<file path="config.mk">
export PLATFORM = sky130hd
export DESIGN_NAME = apr_fifo
export DESIGN_NICKNAME = d
export VERILOG_FILES = /design/src/rtl/assert_macros.svh /design/src/rtl/apr_fifo.sv
export SDC_FILE = /design/constraint.sdc
export NUM_CORES = 1
export LEC_CHECK = 0
export ABC_AREA = 1
export BUFFER_PORTS_ARGS = -buffer_cell sky130_fd_sc_hd__buf_2
export CAP_MARGIN = 25
export CELL_PAD_IN_SITES_DETAIL_PLACEMENT = 0
export CELL_PAD_IN_SITES_GLOBAL_PLACEMENT = 2
export CORE_MARGIN = 2
export CORE_UTILIZATION = 40
export CTS_CLUSTER_DIAMETER = 150
export DETAILED_ROUTE_END_ITERATION = 10
export PLACE_DENSITY_LB_ADDON = 0.1
export REMOVE_ABC_BUFFERS = 1
export SKIP_CTS_REPAIR_TIMING = 1
export SYNTH_ARGS = -nofsm -noshare
export SYNTH_HDL_FRONTEND = slang
export SYNTH_SLANG_ARGS = --single-unit
</file>
<file path="constraint.sdc">
create_clock -name clk -period 4 [get_ports clk]
set_input_delay 0.6 -clock clk [delete_from_list [all_inputs] [get_ports clk]]
set_output_delay 0.6 -clock clk [all_outputs]
set_load 0.03 [all_outputs]
</file>
<file path="src/rtl/assert_macros.svh">
// Assertion macros shared by the RTL of the product reduction block.
// Depends on nothing; the including module provides clk and rst_n.
`ifndef ASSERT_MACROS_SVH
`define ASSERT_MACROS_SVH

// Condition that must hold at every clock edge outside reset.
`define APR_ASSERT_COMB(label, prop) \
    label: assert property (@(posedge clk) disable iff (!rst_n) (prop)) \
        else $error("assertion failed");

// Implication checked in the cycle after the trigger.
`define APR_ASSERT_NEXT(label, trig, cons) \
    label: assert property (@(posedge clk) disable iff (!rst_n) (trig) |=> (cons)) \
        else $error("assertion failed");

`endif

</file>
<file path="src/rtl/apr_fifo.sv">
// Four-entry queue between the front end and the back end.
// Depends on nothing beyond its width parameter.
module apr_fifo #(
    parameter int DATA_W = 45
) (
    input  logic              clk,
    input  logic              rst_n,
    input  logic              push,
    input  logic [DATA_W-1:0] push_data,
    input  logic              pop,
    output logic              head_valid,
    output logic [DATA_W-1:0] head_data,
    output logic              full
);
    logic [DATA_W-1:0] slot_reg [4];
    logic [1:0]        wr_ptr_reg, rd_ptr_reg;
    logic [2:0]        count_reg, count_next;
    logic              do_push;

    assign full       = (count_reg == 3'd4);
    assign head_valid = (count_reg != 3'd0);
    assign head_data  = slot_reg[rd_ptr_reg];
    assign do_push    = push && !full;

    always_comb
    begin
        count_next = count_reg;
        if (do_push && !pop)
            count_next = count_reg + 3'd1;
        else if (!do_push && pop)
            count_next = count_reg - 3'd1;
    end

    // Pointers and fill level.
    always_ff @(posedge clk or negedge rst_n)
    begin
        if (!rst_n)
        begin
            wr_ptr_reg <= '0;
            rd_ptr_reg <= '0;
            count_reg  <= '0;
        end
        else
        begin
            if (do_push)
                wr_ptr_reg <= wr_ptr_reg + 2'd1;
            if (pop)
                rd_ptr_reg <= rd_ptr_reg + 2'd1;
            count_reg <= count_next;
        end
    end

    // Storage.
    always_ff @(posedge clk)
    begin
        if (do_push)
            slot_reg[wr_ptr_reg] <= push_data;
    end

endmodule

</file>
## After elaboration in Yosys (flattened, before gate mapping)

Memories as Yosys holds them, arrays and structs flattened.
Cells that the tools add are included.

| operators by class | value |
|---|---|
| $add $sub $neg | 4 |
| multipliers | 0 |
| div/mod/pow operators | 0 |
| $lt $le $gt $ge | 0 |
| equal/unequal tests | 1 |
| shifts and indexed selects | 0 |
| mux-type cells | 4 |
| bitwise gates (word level) | 0 |
| reductions and logical operators | 8 |

Operators with widths:

| cell | count |
|---|---|
| 3-bit 2-to-1 mux | 2 |
| 2-bit by 1-bit adder with 2-bit output, second input constant | 2 |
| 3-bit by 1-bit adder with 3-bit output, second input constant | 1 |
| 3-bit == test, second input constant | 1 |
| 1-bit logical AND | 3 |
| 1-bit zero test | 3 |
| 3-bit nonzero test | 1 |
| 3-bit by 1-bit subtractor with 3-bit output, second input constant | 1 |
| 1-bit 2-to-1 mux | 2 |
| 2-bit nonzero test | 1 |

| word-level totals | value |
|---|---|
| bits in registers | 7 |
| bits in latches | 0 |
| RAM bits | 180 |
| ROM bits | 0 |
| input bits | 49 |
| output and inout bits | 47 |
| logic and storage cells | 21 |
| memories | 1 |

Memory list:

| memory | words | width | rd ports | clocked after memory_dff | write ports | RTL line | source |
|---|---|---|---|---|---|---|---|
| slot_reg | 4 | 45 | 1 | 0 | 1 | apr_fifo.sv:15 | `logic [DATA_W-1:0] slot_reg [4];` |

## Depth between registers and ports, before layout

| depth | value |
|---|---|
| depth in word-level cells | 7 |
| mapped depth | 12 |
| depth with buffers taken out | 12 |

## Least setup slack after synthesis

OpenSTA, ideal clock, no wires.

| timing | value |
|---|---|
| path type | input -> register |
| start | input push |
| end | memory slot_reg[0][0] (enable) |
| library setup time | 0.448 ns |
| arrival time | 2.636 ns |
| data required time | 3.552 ns |
| setup slack | 0.916 ns |
| stages on the path | 2 |
| buffers on the path | 0 |
| path through | nand2_1 -> nor2_1 |

| on the way | value |
|---|---|
| word-level cells in the longest chain between the ends | 3 |

RTL lines:

| item | RTL line | source |
|---|---|---|
| start, declared | apr_fifo.sv:8 | `input logic push,` |
| 1-bit logical AND | apr_fifo.sv:23 | `assign do_push = push && !full;` |
| 1-bit 2-to-1 mux | apr_fifo.sv:56 | `if (do_push)` |
| 1-bit 2-to-1 mux (implied by the code) | apr_fifo.sv:57 | `slot_reg[wr_ptr_reg] <= push_data;` |
| end, declared | apr_fifo.sv:15 |  |

Every way passes these cells.

## Worst setup path after layout

| timing | value |
|---|---|
| start | register rd_ptr_reg[0] |
| end | output head_data[29] |

| on the way | value |
|---|---|
| word-level cells in the longest chain between the ends | 1 |

RTL lines:

| item | RTL line | source |
|---|---|---|
| start, declared | apr_fifo.sv:16 | `logic [1:0] wr_ptr_reg, rd_ptr_reg;` |
| start signal, assigned | apr_fifo.sv:48 | `rd_ptr_reg <= rd_ptr_reg + 2'd1;` |
| memory read 4 x 45 bit | - |  |
| end, declared | apr_fifo.sv:12 | `output logic [DATA_W-1:0] head_data,` |

Every way passes these cells.

==> summary by stage <==
Floorplan
For this configuration, the core starts out at a cell density of 40.8%. The die height is 142 um. The area of the die is 20,300 um2. The standard cell core area is 18,800 um2. The top-level I/O count is 96. The placement row count is 50.

From left edge to right edge, the die measures 142 um.

Finish
The area added between synthesis and finish is 15.1%. The register with the most flip-flops in the layout has 180 of them. The final net count is 724. In the layout the commonest cells are sky130_fd_sc_hd__edfxtp_1, sky130_fd_sc_hd__nand2_1, sky130_fd_sc_hd__inv_1.

The most common cell after layout, fill and taps aside is sky130_fd_sc_hd__edfxtp_1. The share of cells above drive strength 1 is 19.9%. The number of fillers in the final layout is 1,709.

Timing
Setup slack on the critical path of the routed design comes to 1.06 ns. The hold violation total from the final report is 0. The setup-violating endpoint count in the final report is 0. The number of pins with negative max-slew slack in the final report is 0. On the final layout, the worst hold slack is 0.00870 ns. The slew at the pin closest to its max-slew limit is 0.825 ns. In the finished design, the share of the clock period the worst path needs comes to 73.6%. Derived from the worst setup path, the maximum achievable clock frequency is 340 MHz. For the final database, setup skew stands at 0.00559 ns.

Setup repair after global routing left no endpoint under its margin. Measured against its own limit, the worst slew margin works out to 45.0%. The minimum clock period after layout is 2.94 ns.

Synth
The share of the Yosys chip area taken by registers is 72.9%. The unique cell type count in the Yosys netlist is 18. Of all cell types, the one taking the most synthesized area is sky130_fd_sc_hd__edfxtp_1. The share of the synthesized area in the top cell type is 70.6%. The synthesized area per cell is 13.2 um2. By area the synthesized netlist is led by sky130_fd_sc_hd__edfxtp_1, sky130_fd_sc_hd__o211ai_1, sky130_fd_sc_hd__nand2_1. For this run, the leading register cell type out of synthesis is sky130_fd_sc_hd__edfxtp_1. In the synthesized netlist the async set-or-reset flop fraction comes to 3.74%. The count of synthesis-stage warnings from yosys is 0.

The cell area that synthesis handed to floorplanning was 7650 um2. Counting flops with a built-in enable in the synthesized netlist gives 180. The number of register bits inferred by synthesis is 187. The cell count after synthesis came out at 578.

Critical path
At the worst endpoint, the arrival time is 2.34 ns. STA classifies the critical path startpoint as a flip-flop. Of all nets on the critical path, the largest fanout is 100. Tracing the worst setup path back leads to its startpoint at rd_ptr_reg[0]. The endpoint class of the critical path is an output port. The launching point of the worst reg2reg path is count_reg[0]. The critical path in this run is classified as flip-flop to output port.

In this run the critical register-to-register path is captured at slot_reg[0][11]. The number of cells on the worst reg-to-reg path is 5. The worst register-to-register path has a setup slack of 1.66 ns. The worst endpoint required time is 3.40 ns.

Routing
The number of routed nets with antenna violations is 0. The final routed wire length divided by cell count is 16.1 um. The first TritonRoute pass finished after 4 iterations.

After detailed routing, the number of vias per cell comes to 4.79. The final wirelength is 14,800 um. Across all layers, the routed design uses 4,395 vias. After detailed routing, the number of remaining DRC violations is 0. The iteration-0 DRC count of the detailed router is 209.

Clock tree
The TritonCTS clock tree is done. In this run the clock root is driven by a sky130_fd_sc_hd__clkbuf_16. The clock passes through at most 2 buffers. The clock reaches the later pin of the worst-skew pair after 0.41 ns. Clock-pin slew was measured on the worst setup and hold paths at 0.06 ns. The H-tree generated during clock tree synthesis spans 4 levels. Counting every sink on the clock net gives 187. The number of buffers created by CTS is 17.

Place
Port buffering added 95 buffers. The estimated wirelength of the detail-placed design is 8630 um. Routability-driven placement finished with a final weighted congestion of 0.700. The pre-CTS worst setup slack is 1.47 ns.

Hold path
The path class of the lowest-slack min-delay path is input port to asynchronous set/reset pin.

Global routing
The global route total overflow is 0. The number of global-route vias before repair is 4,342. The maximum number of pins on one net before global-route repair is 101.

The number of antenna violations at the first check in global routing was 2. The wire length of the first global-routing pass is 22,900 um. Global routing used 15.2% of the available tracks.

Job
Across the run, the number of max-cap violations was 0.

Outcome
The flow ran to the end, and the final reports show no timing, DRC or antenna violations.

Power
The power density over cell area is 797 nW/um2. The maximum VDD drop is 0.000332 V. The leakage dissipation is 3.54 nW.
metrics by stage:
step	power (mW)	utilization (%)	setup TNS, ns	instance area, um2	instances
floorplan	4.65	-	-11.30	7370	549
global route	7.46	46.9	0	8810	916
global placement	5.52	43.9	0	8250	884
detailed placement	5.54	43.9	0	8250	884
finish	7.02	46.9	0	8810	917
CTS	7.13	46.9	0	8810	916
cell type report:
type	instances	area (um2)	share of cell area, %
clock buffer	18	429	4.87
tap	234	293	3.32
antenna	1	2.50	0.0284
inverter	106	400	4.55
multi-input combinational	256	1420	16.2
sequential	187	5590	63.4
clock inverter	14	129	1.46
timing repair buffer	101	546	6.19
power breakdown:
| group | total, mW | leakage [nW] | internal (mW) | switching, mW |
|---|---|---|---|---|
| Sequential | 2.83 | 1.73 | 2.58 | 0.252 |
| Clock | 1.59 | 0.264 | 0.910 | 0.682 |
| Combinational | 2.60 | 1.55 | 0.723 | 1.87 |
synth_stat cells, types with 2 or more instances:
library cell,count
sky130_fd_sc_hd__nand2_1,146
sky130_fd_sc_hd__edfxtp_1,180
sky130_fd_sc_hd__ha_1,5
sky130_fd_sc_hd__buf_2,4
sky130_fd_sc_hd__o211ai_1,88
sky130_fd_sc_hd__buf_6,19
sky130_fd_sc_hd__o211ai_2,2
sky130_fd_sc_hd__buf_4,6
sky130_fd_sc_hd__inv_1,105
sky130_fd_sc_hd__xor2_1,2
sky130_fd_sc_hd__nand3_1,5
sky130_fd_sc_hd__dfrtp_1,7
sky130_fd_sc_hd__nor2_1,4
worst max path at each step:
stage / end / slack (ns) / depth (start not counted)
3_3_place_gp: head_data[9] / 1.50 / 4
2_1_floorplan: head_data[11] / -0.25 / 2
3_5_place_dp: head_data[9] / 1.47 / 4
6_report: head_data[29] / 1.06 / 5
5_1_grt: head_data[16] / 0.83 / 5
4_1_cts: head_data[9] / 1.01 / 4
per-layer routing:
layer / wire [um] / GRT usage [%] / share of wire (%)
met1: 6570 / 19.3 / 45
met2: 7220 / 25.4 / 49
met3: 749 / 4.00 / 5.1
met4: 206 / 5.05 / 1.4
met5: 13 / 0 / 0.088
kinds of logic (layout without fill, tap and decap cells):
| group | after synthesis | count (layout) | synth area share, % |
|---|---|---|---|
| AO/OA/AOI/OAI | 91 | 91 | 9.02 |
| flip-flops | 187 | 187 | 72.9 |
| AND/OR/NAND/NOR | 156 | 156 | 7.77 |
| buffers and inverters | 135 | 239 | 8.88 |
| adder cells (fa/ha/maj) | 6 | 6 | 1.08 |
| XOR/XNOR | 3 | 3 | 0.343 |
| other | 0 | 1 | 0 |
critical path, cell delays in order, from the launching register on:
cell,delay (ns)
sky130_fd_sc_hd__dfrtp_4,0.96
sky130_fd_sc_hd__buf_12,0.41
sky130_fd_sc_hd__nand2_1,0.11
sky130_fd_sc_hd__o211ai_1,0.09
sky130_fd_sc_hd__nand2_1,0.08
sky130_fd_sc_hd__buf_2,0.18
Note: power is estimated with default switching activity, not from simulation.
