$ cat src/rtl/assert_macros.svh
// Assertion macros shared by the RTL of the product reduction block.
// Depends on nothing; the including module provides clk and rst_n.
`ifndef ASSERT_MACROS_SVH
`define ASSERT_MACROS_SVH

// Condition that must hold at every clock edge outside reset.
`define APR_ASSERT_COMB(label, prop) \
    label: assert property (@(posedge clk) disable iff (!rst_n) (prop)) \
        else $error("assertion failed");

// Implication checked in the cycle after the trigger.
`define APR_ASSERT_NEXT(label, trig, cons) \
    label: assert property (@(posedge clk) disable iff (!rst_n) (trig) |=> (cons)) \
        else $error("assertion failed");

`endif

$ cat src/rtl/apr_pkg.sv
// Shared types, constants and helpers of the column product reduction block.
// Depends on nothing.
package apr_pkg;

    localparam int APR_MAX_COLUMNS = 1024;
    localparam int X_W             = 32;
    localparam int COLUMN_COUNT_W  = 11;
    localparam int SAMPLE_COUNT_W  = 16;
    localparam int COLUMN_INDEX_W  = 10;
    localparam int CFG_DATA_W      = 16;
    localparam int OUT_TDATA_W     = 48;

    // Configuration register indexes.
    localparam logic CFG_COLUMN_COUNT = 1'b0;
    localparam logic CFG_SAMPLE_COUNT = 1'b1;

    localparam logic [31:0] F32_QUIET       = 32'h0040_0000;
    localparam logic [31:0] F32_DEFAULT_NAN = 32'hFFC0_0000;
    localparam logic [31:0] F32_INF_BITS    = 32'h7F80_0000;

    // Per-item classification decided by the front end.
    typedef struct packed {
        logic load;   // first row of a group: element becomes the product
        logic last;   // last row of a group: product leaves the block
        logic done;   // last column of the group
    } apr_tag_t;

    // Back end status seen by the top level.
    typedef struct packed {
        logic pop;
        logic hazard;
    } apr_back_stat_t;

    // Leading zeros of a 24-bit significand whose top bit is clear.
    function automatic logic [4:0] apr_lzc24(input logic [23:0] v);
        logic [4:0] n;
        n = 5'd23;
        for (int i = 0; i < 24; i++)
        begin
            if (v[i])
            begin
                n = 5'(23 - i);
            end
        end
        return n;
    endfunction

endpackage

$ cat src/rtl/apr_front.sv
// Front end: configuration registers, row and column counters, item classification.
// Depends on apr_pkg.
module apr_front #(
    parameter int MAX_COLUMNS = apr_pkg::APR_MAX_COLUMNS,
    parameter int COL_W       = 10
) (
    input  logic                          clk,
    input  logic                          rst_n,
    input  logic                          cfg_valid,
    input  logic                          cfg_index,
    input  logic [apr_pkg::CFG_DATA_W-1:0] cfg_data,
    input  logic                          push,
    output logic [COL_W-1:0]              item_col,
    output apr_pkg::apr_tag_t             item_tag
);
    import apr_pkg::*;

    localparam logic [16:0] MAXC = 17'(MAX_COLUMNS);

    logic [COL_W-1:0]          col_reg, col_next;
    logic [SAMPLE_COUNT_W-1:0] row_reg, row_next;
    logic [COLUMN_COUNT_W-1:0] column_count_reg, column_count_next;
    logic [SAMPLE_COUNT_W-1:0] sample_count_reg, sample_count_next;
    logic [16:0]               eff_cols;
    logic [SAMPLE_COUNT_W-1:0] eff_rows;
    logic                      last_col;
    logic                      last_row;

    // Effective sizes: zero counts as one, columns saturate at the memory depth.
    always_comb
    begin
        if (column_count_reg == '0)
            eff_cols = 17'd1;
        else if (17'(column_count_reg) > MAXC)
            eff_cols = MAXC;
        else
            eff_cols = 17'(column_count_reg);
        eff_rows = (sample_count_reg == '0) ? SAMPLE_COUNT_W'(1) : sample_count_reg;
    end

    assign last_col = (17'(col_reg) == eff_cols - 17'd1);
    assign last_row = (row_reg == eff_rows - SAMPLE_COUNT_W'(1));

    assign item_col      = col_reg;
    assign item_tag.load = (row_reg == '0);
    assign item_tag.last = last_row;
    assign item_tag.done = last_col;

    // Counter and register update; a register write restarts the group.
    always_comb
    begin
        col_next          = col_reg;
        row_next          = row_reg;
        column_count_next = column_count_reg;
        sample_count_next = sample_count_reg;
        if (cfg_valid)
        begin
            unique case (cfg_index)
                CFG_COLUMN_COUNT: column_count_next = cfg_data[COLUMN_COUNT_W-1:0];
                CFG_SAMPLE_COUNT: sample_count_next = cfg_data;
                default:          column_count_next = column_count_reg;
            endcase
            col_next = '0;
            row_next = '0;
        end
        else if (push)
        begin
            if (last_col)
            begin
                col_next = '0;
                row_next = last_row ? '0 : row_reg + SAMPLE_COUNT_W'(1);
            end
            else
            begin
                col_next = col_reg + COL_W'(1);
            end
        end
    end

    always_ff @(posedge clk or negedge rst_n)
    begin
        if (!rst_n)
        begin
            col_reg          <= '0;
            row_reg          <= '0;
            column_count_reg <= COLUMN_COUNT_W'(1);
            sample_count_reg <= SAMPLE_COUNT_W'(1);
        end
        else
        begin
            col_reg          <= col_next;
            row_reg          <= row_next;
            column_count_reg <= column_count_next;
            sample_count_reg <= sample_count_next;
        end
    end

endmodule

$ cat config.mk
export PLATFORM = sky130hd
export DESIGN_NAME = apr_front
export DESIGN_NICKNAME = d
export VERILOG_FILES = /design/src/rtl/assert_macros.svh /design/src/rtl/apr_pkg.sv /design/src/rtl/apr_front.sv
export SDC_FILE = /design/constraint.sdc
export NUM_CORES = 1
export LEC_CHECK = 0
export ABC_AREA = 1
export BUFFER_PORTS_ARGS = -buffer_cell sky130_fd_sc_hd__buf_2
export CAP_MARGIN = 5
export CORE_ASPECT_RATIO = 1.75
export CORE_UTILIZATION = 39
export CTS_CLUSTER_DIAMETER = 60
export DETAILED_ROUTE_END_ITERATION = 16
export HOLD_SLACK_MARGIN = 0.02
export PLACE_DENSITY = 0.61
export SLEW_MARGIN = 30
export SYNTH_ARGS = -nofsm -noshare
export SYNTH_HDL_FRONTEND = slang
export SYNTH_SLANG_ARGS = --single-unit
export TNS_END_PERCENT = 30
$ cat constraint.sdc
create_clock -name clk -period 3.51 [get_ports clk]
set_input_delay 0.5265 -clock clk [delete_from_list [all_inputs] [get_ports clk]]
set_output_delay 0.5265 -clock clk [all_outputs]
set_load 0.02 [all_outputs]
* After elaboration in Yosys (flattened, before gate mapping) *
Index checks and enable logic that the tools add are counted.

word-level totals
  register bits = 53
  bits in writable memories = 0
  output and inout port bits = 13
  logic and storage cells = 30
  bits of input ports = 21
  memory bits (read-only) = 0
  memories kept = 0
  latch bits = 0

cells by class
  $mul = 0
  bitwise logic cells = 1
  shifts and indexed selects = 0
  multiplexer cells = 10
  add/sub/neg operators = 4
  $lt $le $gt $ge = 1
  reduce and logical (&&, ||, !) cells = 8
  equality and inequality tests = 2
  div/mod/pow operators = 0

operators by type and width
  cell                                                                  count
  16-bit two-way mux                                                    5
  16-bit zero test                                                      2
  10-bit two-way mux                                                    3
  10-bit by 17-bit equality test with 1-bit output                      1
  17-bit two-way mux                                                    1
  17-bit by 1-bit subtractor with 17-bit output, second input constant  1
  16-bit by 1-bit adder with 16-bit output, second input constant       1
  16-bit equality test                                                  1
  16-bit by 1-bit subtractor with 16-bit output, second input constant  1
  11-bit greater-than comparator, second input constant                 1
  11-bit zero test                                                      1
  11-bit two-way mux                                                    1
  10-bit by 1-bit adder with 10-bit output, second input constant       1
  2-bit AND reduction                                                   3
  2-bit nonzero test                                                    2
  1-bit inverter                                                        1

* Logic depth before layout (Yosys ltp) *
  depth in word-level cells = 8
  gate-level depth with buffers = 22
  gate-level depth less buffers = 20

* Worst setup path after synthesis *
OpenSTA, ideal clock, no wires.

  path type = reg2out
  start point = register sample_count_reg[4]
  end point = output item_tag[1] (netlist name)
  stages on the path, launching flop included = 20
  path slack = 0.517 ns
  data required time = 2.984 ns
  path buffers = 2
  arrival = 2.467 ns
  cell sequence = dfrtp_1 clkbuf_2 nor2_1 nand2_1 nor2_1 nand2_2 nand2_1 inv_1 ha_1 nand2_1 nor2_2 xor2_1 nand2_1 o2111ai_1 nor2_1 nand2_1 nor3_1 nand3b_1 nor3_1 buf_4

between the ends
  longest elaborated chain between the ends = 4

RTL lines
  item                                             line             text
  start, declared                                  apr_front.sv:23  logic [SAMPLE_COUNT_W-1:0] sample_count_reg, sample_count_next;
  start signal, assigned                           apr_front.sv:94  sample_count_reg <= sample_count_next;
  16-bit zero test                                 apr_front.sv:38  eff_rows = (sample_count_reg == '0) ? SAMPLE_COUNT_W'(1) : sample_count_reg;
  16-bit two-way mux *                             apr_front.sv:38
  16-bit by 1-bit subtractor with 16-bit output *  apr_front.sv:42  assign last_row = (row_reg == eff_rows - SAMPLE_COUNT_W'(1));
  16-bit equality test *                           apr_front.sv:42
  end, declared                                    apr_front.sv:14  output apr_pkg::apr_tag_t item_tag

Mark *: on every way between the ends. The rest lies on a longest branch, timed or not.

==> impl_results.md <==
* Port-buffer cells at 33
* CP dominant cell by count: nand2_1
* Cell Area, Synth at a little over 4000 um^2
* Fill count at 1100
* Final WL at around 11000 um
* CP Cell Sequence: nor2_1 > nand2_1 > nor2_1 > nand2_2 > nand2_1 > inv_2 > ha_4 > nand2_4 > nor2_4 > nand2_1 > xor2_2 > inv_1 > nand2_1 > nand2_1 > a21oi_1 > nand3_1 > nor3_1 > buf_4
* Syn avg cell area at 7.08 um^2
* Slowest cell on the critical path: dfrtp_1
* Crit path DAT at between 2 and 3 ns
* Crit share post-route at 93.3%
* Sw Ratio at 33.6%
* Worst Setup Start Kind: register
* Later-pin clock latency in the skew report at ~0.3 ns
* First-pass GRT wire length at between 15000 and 20000 um
* Setup slack, reg-to-reg at ~0.64 ns
* DP HPWL at just under 9000 um
* Delay of the slowest critical-path stage at 0.42 ns
* Die Span Y at 136 um
* Via density at between 5 and 6
* Place WS at 0.0913 ns
* Layout cells sized above 1 at between 10% and 20%
* GPL Wtd Cong at 0.882
* Internal Dissipation at ~1.3 mW
* Tot Pwr at 1.94 mW
* H-tree levels at 2
* Drt drc at 0
* Max-slew violation count at 0
* CP endpoint kind: primary output
* Maxcap violations at 0
* Area Overhead vs Synth at 13.7%
* CTS tree: yes
* GRT overflow at 0
* Vias in the first global route at approximately 3600
* Nets@finish at ~630
* Crit path buf inv count at 3
* First drt pass iteration count at 4
* Sequential share of power at 38.0%
* Core box area at roughly 10000 um^2
* Starting Density at around 40%
* Cell variety after synth at 45
* Chip Width at roughly 79 um
* Clock power share at between 30% and 40%
* Cell Pwr Density at approximately 420 nW/um^2
* Min Tclk post-route at ~3.3 ns
* # clock sinks at 53
* Setup ws final at 0.236 ns
* Synth warn at 0
* CP top delay family: simple AND/OR/NAND/NOR gates
* Crit Path Category: register to primary output
* WP data required at just under 3 ns
* Final Hold Viols at 0
* CTS Hold Bufs at 0
* Clk slew on worst S/H paths at 0.07 ns
* Rows at 48
* Num ports at 34
* Via count of the routed design at roughly 3700
* Final setup viols at 0
* Hold Path Class: primary input to asynchronous set/reset pin
* Max Freq at slightly above 300 MHz
* Pin count of the biggest net entering global routing at 32
* Antenna diode count at 0
* Status: completed
* DR WL/cell at 15.3 um
* Peak supply drop at ~280 uV
* #FFs+latches synth at 53
* Initial DRC Count at about 150
* Tot GR Track Use at about 23%
* Root buf cell: clkbuf_16
* Slew @ Worst Pin at between 0.8 and 0.9 ns
* Crit-path max FO at 6
* Gate power share at 28.8%
* Syn Nets at roughly 600
* Inserted Clock Buffers at 5
* Worst clock skew at 0.00539 ns
* Die ar. at ~11000 um^2
* Syn Inst Count at around 570
* Sequential fraction of the synthesis area at between 30% and 40%
* Setup TNS Final at 0 ns
* ANT nets after route at 0
* RSZ-0062 raised after global routing: false
* Initial antenna violation count at 0
* Sw power at around 0.65 mW
* Clk buf depth at 2
* Leakage power at approximately 2.2 nW
* Slew HR at around 44%
==> routing by layer <==
metal | global-route usage, % | vias to the layer above | wire [um]
li1 | - | 1875 | -
met1 | 21.5 | 1710 | 3860
met2 | 45.9 | 54 | 6440
met3 | 2.15 | 30 | 220
met4 | 11.5 | 0 | 577
met5 | 0 | - | 0
==> what timing repair did <==
| item | CTS | global route |
|---|---|---|
| resized for setup | 7 | 13 |
| endpoints found under the setup margin | 1 | 2 |
| buffers inserted | 0 | 8 |
| pin swaps | 0 | 6 |
==> worst reg2reg max path, cell delays in order (launching register included) <==
cell	delay (ns)
dfrtp_1	0.42
nor2_1	0.19
nand2_1	0.08
nor2_1	0.13
nand2_2	0.10
nand2_1	0.11
inv_2	0.06
ha_4	0.18
nand2_4	0.10
nor2_4	0.06
nand2_1	0.10
xor2_2	0.21
inv_1	0.06
nand2_1	0.05
nand2_1	0.07
nor2_1	0.11
nand3_1	0.14
nor2_4	0.33
nor3_1	0.09
nand3_1	0.10
nand2_1	0.08
==> cells in the mapped netlist (all sizes together) <==
cell	count	area share (%)
xnor3	1	0.56
o2111ai	1	0.22
o21bai	1	0.47
o21ai	31	3.9
nor2	62	6.6
clkbuf	11	1.1
mux2	5	1.4
o31ai	1	0.19
nand2b	1	0.16
a21oi	12	1.5
xor2	39	8.5
o21a	1	0.19
xnor2	3	0.65
nor4	2	0.31
buf	10	2.3
nand3	56	7.5
or2	3	0.47
clkinv	1	0.093
nand4	12	1.9
dfrtp	51	32
nor3	23	2.9
o22ai	1	0.16
o41ai	2	0.62
nand2	159	16
dfstp	2	1.3
inv	66	6.2
xor3	1	0.59
nor3b	1	0.19
nand3b	5	0.93
ha	5	1.6
==> layout make-up <==
class	instances	area, um^2	area share [%]
flip-flops and latches	53	1330	29.1
well taps	125	156	3.42
clock inverters	3	65.1	1.42
multi-input cells	428	2380	52.0
clock buffers	5	125	2.73
repair buffers	46	265	5.79
inverters	67	254	5.55
==> metrics by stage <==
stage                     util (%)  std cells  hold WS, ns  instance area (um^2)
after floorplan                  -        569        0.231                  4030
final                         45.9        727        0.291                  4580
after CTS                     44.9        719        0.307                  4470
after global routing          45.9        727        0.348                  4580
after detailed placement      42.6        711        0.510                  4250
after global placement        42.6        711        0.504                  4250
==> power by group through the flow <==
| stage | registers, mW | logic (mW) | clock network, mW |
|---|---|---|---|
| after floorplan | 0.722 | 0.408 | 0 |
| after CTS | 0.734 | 0.535 | 0.657 |
| after detailed placement | 0.743 | 0.528 | 0 |
| after global routing | 0.747 | 0.633 | 0.673 |
| final | 0.737 | 0.557 | 0.645 |
| after global placement | 0.739 | 0.527 | 0 |
==> final timing paths <==
path	start	end	cells past startpoint
setup reg to reg	sample_count_reg[10]	row_reg[2]	20
setup / recovery	sample_count_reg[10]	item_tag[1]	18
hold reg to reg	sample_count_reg[0]	sample_count_reg[0]	2
max in group asynchronous	rst_n	sample_count_reg[0]	2
min in group clk	cfg_data[14]	sample_count_reg[14]	2
hold / removal	rst_n	item_col[6]	1
==> kinds of logic (layout without fill, tap and decap cells) <==
| kind of cell | count (synthesis) | after routing | synth area share (%) |
|---|---|---|---|
| and+or+nand+nor | 324 | 324 | 36.8 |
| buffers and inverters | 88 | 121 | 9.66 |
| muxes | 5 | 5 | 1.40 |
| AOI/OAI and AO/OA | 50 | 50 | 7.27 |
| xor gates and xnor gates | 44 | 44 | 10.3 |
| DFF | 53 | 53 | 33.0 |
| adders and majority gates | 5 | 5 | 1.55 |
==> layout by cell type (no fill, tap or decap), types with 6 or more instances in the layout <==
| master | instances |
|---|---|
| a21oi_1 | 12 |
| buf_4 | 14 |
| nor2_4 | 6 |
| nand2_1 | 149 |
| nor3_1 | 22 |
| nand3_1 | 53 |
| buf_2 | 32 |
| xor2_1 | 37 |
| nand2_2 | 6 |
| inv_1 | 62 |
| nor2_1 | 51 |
| dfrtp_1 | 48 |
| o21ai_0 | 29 |
| nand4_1 | 12 |
No activity file was read; power rests on OpenSTA's default activity.
